<file path="src/rlepw_pkg.sv">
// Package for the run-length voxel table with point writes.
// Holds widths, command/status/operation codes and the structs shared by
// the cell and the top level. Depends on nothing.
`default_nettype none
package rlepw_pkg;

  localparam int MAX_RUNS = 256;
  localparam int POS_W    = $clog2(MAX_RUNS);     // run index
  localparam int CNT_W    = POS_W + 1;            // run count 0..MAX_RUNS
  localparam int VOX_W    = 16;
  localparam int LEN_W    = 16;
  localparam int LIM_W    = LEN_W + POS_W;        // cumulative run end
  localparam int EDGE_W   = 6;
  localparam int CRD_W    = 5;
  localparam int T1_W     = 11;                   // x*e + y
  localparam int LIN_W    = 17;                   // (x*e + y)*e + z
  localparam int IN_W     = 64;
  localparam int OUT_W    = 48;

  localparam logic [EDGE_W-1:0] EDGE_RESET = EDGE_W'(16);
  localparam logic [LEN_W-1:0]  LEN_FULL   = '1;

  typedef enum logic [2:0] {
    CMD_CLEAR  = 3'd0,
    CMD_APPEND = 3'd1,
    CMD_WRITE  = 3'd2,
    CMD_READ   = 3'd3,
    CMD_REMOVE = 3'd4
  } cmd_e;

  typedef enum logic [1:0] {
    ST_OK      = 2'd0,
    ST_FULL    = 2'd1,
    ST_RANGE   = 2'd2,
    ST_BAD_RUN = 2'd3
  } status_e;

  typedef enum logic [2:0] {
    OP_NOP,
    OP_APPEND,
    OP_INS_BEFORE,
    OP_TAIL_MERGE,
    OP_TAIL_INS,
    OP_SPLIT
  } op_e;

  typedef enum logic [2:0] {
    S_IDLE,
    S_IDX1,
    S_IDX2,
    S_FIND,
    S_DEC,
    S_APPLY,
    S_DONE
  } state_e;

  localparam logic [0:0] CFG_EDGE = 1'b0;
  localparam logic [0:0] CFG_DFLT = 1'b1;

  // One run as held in a cell: id, length and cumulative end index
  typedef struct packed {
    logic [VOX_W-1:0] vox;
    logic [LEN_W-1:0] len;
    logic [LIM_W-1:0] lim;
  } cell_t;

  // Lookup broadcast to all cells
  typedef struct packed {
    logic [LIM_W-1:0] idx;
    logic [CNT_W-1:0] total;
    logic [POS_W-1:0] sel;
    logic             rd;
  } lk_t;

  // Update broadcast to all cells
  typedef struct packed {
    op_e              op;
    logic [POS_W-1:0] pos;
    logic [LEN_W-1:0] rem;
    logic [LIM_W-1:0] start;
    logic [VOX_W-1:0] vid;
    logic [LEN_W-1:0] rlen;
    logic [LIM_W-1:0] app_end;
    logic [CNT_W-1:0] total;
  } ctl_t;

endpackage
`default_nettype wire

</file>
<file path="src/rlepw_cell.sv">
// One cell of the run chain: holds one run and its cumulative end.
// Flags the run holding the lookup index and takes a neighbor's run on
// inserts. Depends on rlepw_pkg.
`default_nettype none
module rlepw_cell import rlepw_pkg::*; (
  input  wire logic             clk_i,
  input  wire logic [POS_W-1:0] cell_idx_i,
  input  wire lk_t              lk_i,
  input  wire ctl_t             ctl_i,
  input  wire logic             apply_i,
  input  wire cell_t            prev1_i,
  input  wire cell_t            prev2_i,
  input  wire logic             prev_hit_i,
  output cell_t                 own_o,
  output logic                  hit_o,
  output logic                  pick_o
);

  cell_t            run_q, run_d;
  logic             valid;
  logic [CNT_W-1:0] j, p;

  assign j     = {1'b0, cell_idx_i};
  assign p     = {1'b0, ctl_i.pos};
  assign valid = j < lk_i.total;
  assign own_o = run_q;

  // Flag runs ending past the index; the first such one holds it
  assign hit_o  = valid && (run_q.lim > lk_i.idx);
  assign pick_o = lk_i.rd ? (valid && (cell_idx_i == lk_i.sel)) : (hit_o && !prev_hit_i);

  // Compute this cell's run after the edit
  always_comb begin
    run_d = run_q;
    case (ctl_i.op)
      OP_APPEND: begin
        if (j == ctl_i.total) begin
          run_d.vox = ctl_i.vid;
          run_d.len = ctl_i.rlen;
          run_d.lim = ctl_i.app_end;
        end
      end
      OP_INS_BEFORE: begin
        if (j == p) begin
          run_d.vox = ctl_i.vid;
          run_d.len = LEN_W'(1);
          run_d.lim = ctl_i.start + LIM_W'(1);
        end else if (j == p + CNT_W'(1)) begin
          run_d     = prev1_i;
          run_d.len = prev1_i.len - LEN_W'(1);
        end else if (j > p + CNT_W'(1)) begin
          run_d = prev1_i;
        end
      end
      OP_TAIL_MERGE: begin
        if (j == p) begin
          run_d.len = run_q.len - LEN_W'(1);
          run_d.lim = run_q.lim - LIM_W'(1);
        end else if (j == p + CNT_W'(1)) begin
          run_d.len = run_q.len + LEN_W'(1);
        end
      end
      OP_TAIL_INS: begin
        if (j == p) begin
          run_d.len = run_q.len - LEN_W'(1);
          run_d.lim = run_q.lim - LIM_W'(1);
        end else if (j == p + CNT_W'(1)) begin
          run_d.vox = ctl_i.vid;
          run_d.len = LEN_W'(1);
          run_d.lim = prev1_i.lim;
        end else if (j > p + CNT_W'(1)) begin
          run_d = prev1_i;
        end
      end
      OP_SPLIT: begin
        if (j == p) begin
          run_d.len = ctl_i.rem;
          run_d.lim = ctl_i.start + LIM_W'(ctl_i.rem);
        end else if (j == p + CNT_W'(1)) begin
          run_d.vox = ctl_i.vid;
          run_d.len = LEN_W'(1);
          run_d.lim = ctl_i.start + LIM_W'(ctl_i.rem) + LIM_W'(1);
        end else if (j == p + CNT_W'(2)) begin
          run_d     = prev2_i;
          run_d.len = prev2_i.len - ctl_i.rem - LEN_W'(1);
        end else if (j > p + CNT_W'(2)) begin
          run_d = prev2_i;
        end
      end
      default: run_d = run_q;
    endcase
  end

  // Hold the run unless an edit is applied
  always_ff @(posedge clk_i) begin
    if (apply_i) begin
      run_q <= run_d;
    end
  end

endmodule
`default_nettype wire

</file>
<file path="config.mk">
export PLATFORM = sky130hd
export DESIGN_NAME = rlepw_cell
export DESIGN_NICKNAME = d
export VERILOG_FILES = /design/src/rlepw_pkg.sv /design/src/rlepw_cell.sv
export SDC_FILE = /design/constraint.sdc
export NUM_CORES = 1
export LEC_CHECK = 0
export BUFFER_PORTS_ARGS = -buffer_cell sky130_fd_sc_hd__buf_4
export CORE_MARGIN = 2
export CORE_UTILIZATION = 54
export DETAILED_ROUTE_END_ITERATION = 6
export HOLD_SLACK_MARGIN = 0.08
export PLACE_DENSITY = 0.9
export RECOVER_POWER = 100
export SETUP_SLACK_MARGIN = 0.4
export SLEW_MARGIN = 20
export SYNTH_ARGS = -nofsm -noshare
export SYNTH_HDL_FRONTEND = slang
export SYNTH_SLANG_ARGS = --single-unit
export TNS_END_PERCENT = 10
</file>
<file path="constraint.sdc">
create_clock -name clk_i -period 4.75 [get_ports clk_i]
set_clock_uncertainty 0.05 [all_clocks]
set_input_delay 0.475 -clock clk_i [delete_from_list [all_inputs] [get_ports clk_i]]
set_output_delay 0.475 -clock clk_i [all_outputs]
set_load 0.1 [all_outputs]
</file>
# Word level (Yosys, flattened, before mapping)
# Index checks and enable logic that the tools add are counted.
# Widths: inputs -> output; s select.
# classes
addsub	11
n_mul	0
div	0
order_cmp	4
eq_ne	17
shifts	0
n_mux	18
bitwise_logic	0
reduce_logical	9
# op_table
operator	n
$mux 56	8
$pmux 40 s5	1
$mux 40	2
$mux 16	4
$pmux 16 s4	1
$add 24x1->24 const B	2
$sub 16x1->16 const B	3
$eq 8x9->1	3
$add 24x16->24	1
$gt 24x24->1	1
$mux 24	1
$sub 24x1->24 const B	1
$gt 8x9->1	2
$add 16x1->16 const B	1
$eq 8x8->1	2
$sub 16x16->16	1
$reduce_and 5->1	2
$add 8x1->9 const B	1
$add 8x2->9 const B	1
$lt 8x9->1	1
$ne 2x2->1 const B	4
$eq 3x2->1 const B	2
$eq 3x3->1 const B	2
$reduce_and 6->1	1
9 further kinds	11
# word_totals
regBits	56
latchBits	0
ram_bits	0
rom_bits	0
input_bits	281
n_memories	0

# Longest topological paths before layout
# depth
depth_word	7
depth_mapped	17

# Least setup slack after synthesis
# Ideal clock, no wire load.
# synth_path
kind	reg-to-output
start	reg run_q, in the netlist own_o[0]
end	out pick_o
arrival_ps	4508
required_time_ps	4225
setup_slack_ps	-283
stages_incl_launch_ff	13
path_buffers	0
path_cell_list	edfxtp_1 > inv_1 > ha_1 > nor2b_1 > o21a_1 > o21a_1 > o21a_1 > o21a_1 > o21ai_0 > nand2b_1 > a21oi_1 > o211a_1 > o31ai_1
# synth_via
elab_chain_cells	4
# synth_rtl
element	line_no	source
from (decl)	rlepw_cell.sv:19	cell_t run_q, run_d;
from (signal assigned)	rlepw_cell.sv:97	run_q <= run_d;
$gt 24x24->1	rlepw_cell.sv:29	assign hit_o = valid && (run_q.lim > lk_i.idx);
$logic_and 1x1->1	rlepw_cell.sv:29	
$logic_and 1x1->1	rlepw_cell.sv:30	assign pick_o = lk_i.rd ? (valid && (cell_idx_i == lk_i.sel)) : (hit_o && !prev_hit_i);
$mux 1	rlepw_cell.sv:30	
to (decl)	rlepw_cell.sv:16	output logic pick_o
# Every way passes these cells.

# Final worst setup path
# layout_path
start	in cell_idx_i[0]
end	reg run_q, in the netlist own_o[28], enable pin
# layout_via
elab_chain_cells	3
# layout_rtl
element	line_no	source
from (decl)	rlepw_cell.sv:7	input wire logic [POS_W-1:0] cell_idx_i,
$gt 8x9->1, or another cell as far along	rlepw_cell.sv:86	end else if (j > p + CNT_W'(2)) begin
$ne 5x5->1 (no line), or another cell as far along	n/a	
$reduce_and 5->1 (no line) *	n/a	
# Every way passes the cells marked *; elsewhere a longest branch is shown, timed or not.
# A chain may end at the register's enable or synchronous reset.

==> results by group <==
Status
  • Status: finished with violations
  • Failing checks: design-rule violations

CTS
  • Hold Buf Count CTS: 0
  • Worst skew pair latency: 0.32 ns
  • Root Buffer: clkbuf_16
  • Postcts setup bufs: 0
  • Num CTS Buffers: 5
  • CTS tree: done
  • Cts repair resizes: 0
  • Clock sink count: 56
  • Reg clk slew, reported paths: 0.09 ns
  • Buffers from clock root to sink, at most: 2
  • Htree depth: 2

Floorplan
  • Die Ht: 145 um
  • DIE AREA: 21000 um2
  • Initial Util: 55.1%
  • Chip Width: 145 um
  • Core area: 19500 um2
  • Rows: 51
  • I/O pin count: 339

Worst setup path
  • Setup crit start: cell_idx_i[0]
  • Slowest-stage cell, CP: or4_2
  • Critical path's top delay family: simple AND/OR/NAND/NOR gates
  • Crit path top cell by count: buf_4
  • CP bufs+invs: 4
  • CP endpoint kind: flip-flop
  • R2r startpoint: own_o[26]
  • Data arrival time of the critical path: 4.23 ns
  • Crit path max fanout: 43
  • CP peak stage delay: 0.81 ns
  • Startpoint types: input port
  • Crit-path cells: buf_4 > inv_1 > ha_1 > nor3_1 > nand3_1 > or4_2 > clkbuf_2 > nand2_1 > o2111a_1 > buf_4
  • Critical path capture point: own_o[28]
  • Req. time, crit path: 4.73 ns
  • Worst Reg-to-Reg Cells: 10
  • R2R Setup Slk: 1.38 ns
  • Stages on worst setup path: 10
  • Crit Path Category: input port to flip-flop
  • R2R Path End: own_o[39]

Route
  • ANT nets after route: 0
  • 1st-iter DRT viols: 1990
  • Router iterations before antenna repair: 7
  • Vias: 13700
  • DR DRC count: 20
  • DR vias/cell: 6.74
  • Routed length per instance: 22.5 um
  • DRT Wirelength: 45800 um

Power
  • Pwr Density: 196 nW/um2
  • VDD IR-drop max: 0.182 mV
  • Leakage: 5.57 nW

STA
  • Crit path time final: 4.25 ns
  • Worst Tran Pin Value: 1.31 ns
  • Final Slew Violations: 0
  • RSZ-0062 raised after global routing: false
  • Max Fclk: 235 MHz
  • Final Setup Violations: 0
  • Setup TNS: 0 ns
  • Max_slew headroom: 13.1%
  • Final setup margin: 0.496 ns
  • Hold WS: 0.412 ns
  • Final hold violations: 0
  • Final period utilization: 89.6%

Yosys
  • Synth warn: 0
  • Syn Nets: 1865
  • Mean post-synth cell area: 7.17 um2
  • Async SR Flop Fraction: 0%
  • Synthesized instance count: 1496
  • Cell taking the most area after synthesis: edfxtp_1
  • Yosys reg bits: 56
  • Top cell type's share of synthesized area: 15.7%
  • Primary FF master, synth: edfxtp_1
  • Top cells by area, synth: edfxtp_1 16%, ha_1 10%, xnor2_1 6.1%
  • Register area share after synthesis: 15.7%
  • EDFF count, synth: 56
  • Mapped Area: 10700 um2
  • Yosys cell types: 84

Flow run
  • Max cap viols: 0

Cells and area
  • Share of cells above drive strength 1: 19.1%
  • Most common cell after layout, fill and taps aside: buf_4
  • Commonest non-fill, non-tap cells in the layout: 297 x buf_4, 145 x nand2_1, 139 x o21ai_0, 132 x nor2_1, 113 x a21oi_1
  • Area Growth Syn to Fin: 24.6%
  • Nets: 2141
  • Finished Layout Cells: 2039
  • Max FFs per register: 56

Hold path
  • HP Class: input port to flip-flop

Global routing
  • First-pass GRT wire length: 69900 um
  • Largest net degree at the start of global routing: 75
  • Initial antenna violation count: 1
  • Number of global-route vias before repair: 12400
  • Total track usage: 41.1%
  • Grt total ovfl: 0

Placement
  • DP Cell Count: 2030
  • Final GP Congestion: 1.01
  • Dpl hpwl: 36000 um
  • I/O Buffers: 338
  • Pre-CTS setup slack: 0.731 ns
[synthesized netlist by cell type (7+ instances only)]
master / number
a31oi_1: 17
and2_1: 9
o211ai_1: 15
clkbuf_1: 81
nand3_1: 47
nand2_1: 145
nor3_1: 44
nor2_1: 134
o31ai_1: 7
o221ai_1: 11
and3_1: 13
o21a_1: 18
a22oi_1: 40
buf_1: 7
or3_1: 8
edfxtp_1: 56
ha_1: 86
mux2i_1: 21
o22ai_1: 30
o21ai_0: 131
inv_1: 68
xor2_1: 58
o21ai_1: 16
a21oi_1: 114
a21o_1: 23
nor4_1: 11
a221oi_1: 23
nor2b_1: 15
nand4_1: 29
a211oi_1: 13
xnor2_1: 75
nand2b_1: 15
[layer usage]
metal | GRT usage, % | vias up | share of wire (%)
met5 | 0 | - | 0
met4 | 16.3 | 0 | 5.2
met3 | 8.81 | 188 | 14
met2 | 64.1 | 1199 | 43
met1 | 55.3 | 6200 | 37
li1 | - | 6155 | -
[logic make-up (layout without fill, tap and decap cells)]
| group | count (synthesis) | count (layout) | synth area share, % |
|---|---|---|---|
| compound gates | 524 | 524 | 31.8 |
| flops | 56 | 56 | 15.7 |
| mux | 23 | 23 | 2.17 |
| fa+ha+maj | 88 | 88 | 10.4 |
| other cells | 0 | 1 | 0 |
| xor+xnor | 133 | 133 | 10.9 |
| buf+inv | 161 | 438 | 5.69 |
| simple gates | 511 | 511 | 23.4 |
[how the worst min path moves through the flow]
stage,startpoint,end,slack (ns),cells past startpoint
after global placement,own_o[47],own_o[47],0.58,2
after detailed placement,own_o[51],own_o[51],0.59,2
after CTS,ctl_i[37],own_o[28],0.42,2
after floorplan,ctl_i[44],own_o[35],0.61,2
after global routing,ctl_i[29],own_o[20],0.42,2
final,ctl_i[37],own_o[28],0.41,2
[power by group]
part	internal, mW	switching [mW]	leakage, nW
clock network	0.201	0.218	0.0680
logic	0.548	0.980	4.97
registers	0.603	0.0722	0.527
[layout make-up]
cell class | instances | area [um2]
multi-input cells | 1279 | 8450
fillers | 1745 | 6090
repair buffers | 362 | 2490
flip-flops and latches | 56 | 1680
well taps | 265 | 332
inverters | 68 | 255
clock buffers | 5 | 125
clock inverters | 3 | 26.3
diodes | 1 | 2.50
[through the flow]
stage | util [%] | power (mW) | area, um2
floorplan | - | 1.67 | 10700
global placement | 69.2 | 2.17 | 13500
detailed placement | 69.2 | 2.20 | 13500
CTS | 70.0 | 2.60 | 13600
global route | 68.7 | 2.73 | 13400
finish | 68.7 | 2.62 | 13400
Note: power is estimated with default switching activity, not from simulation.
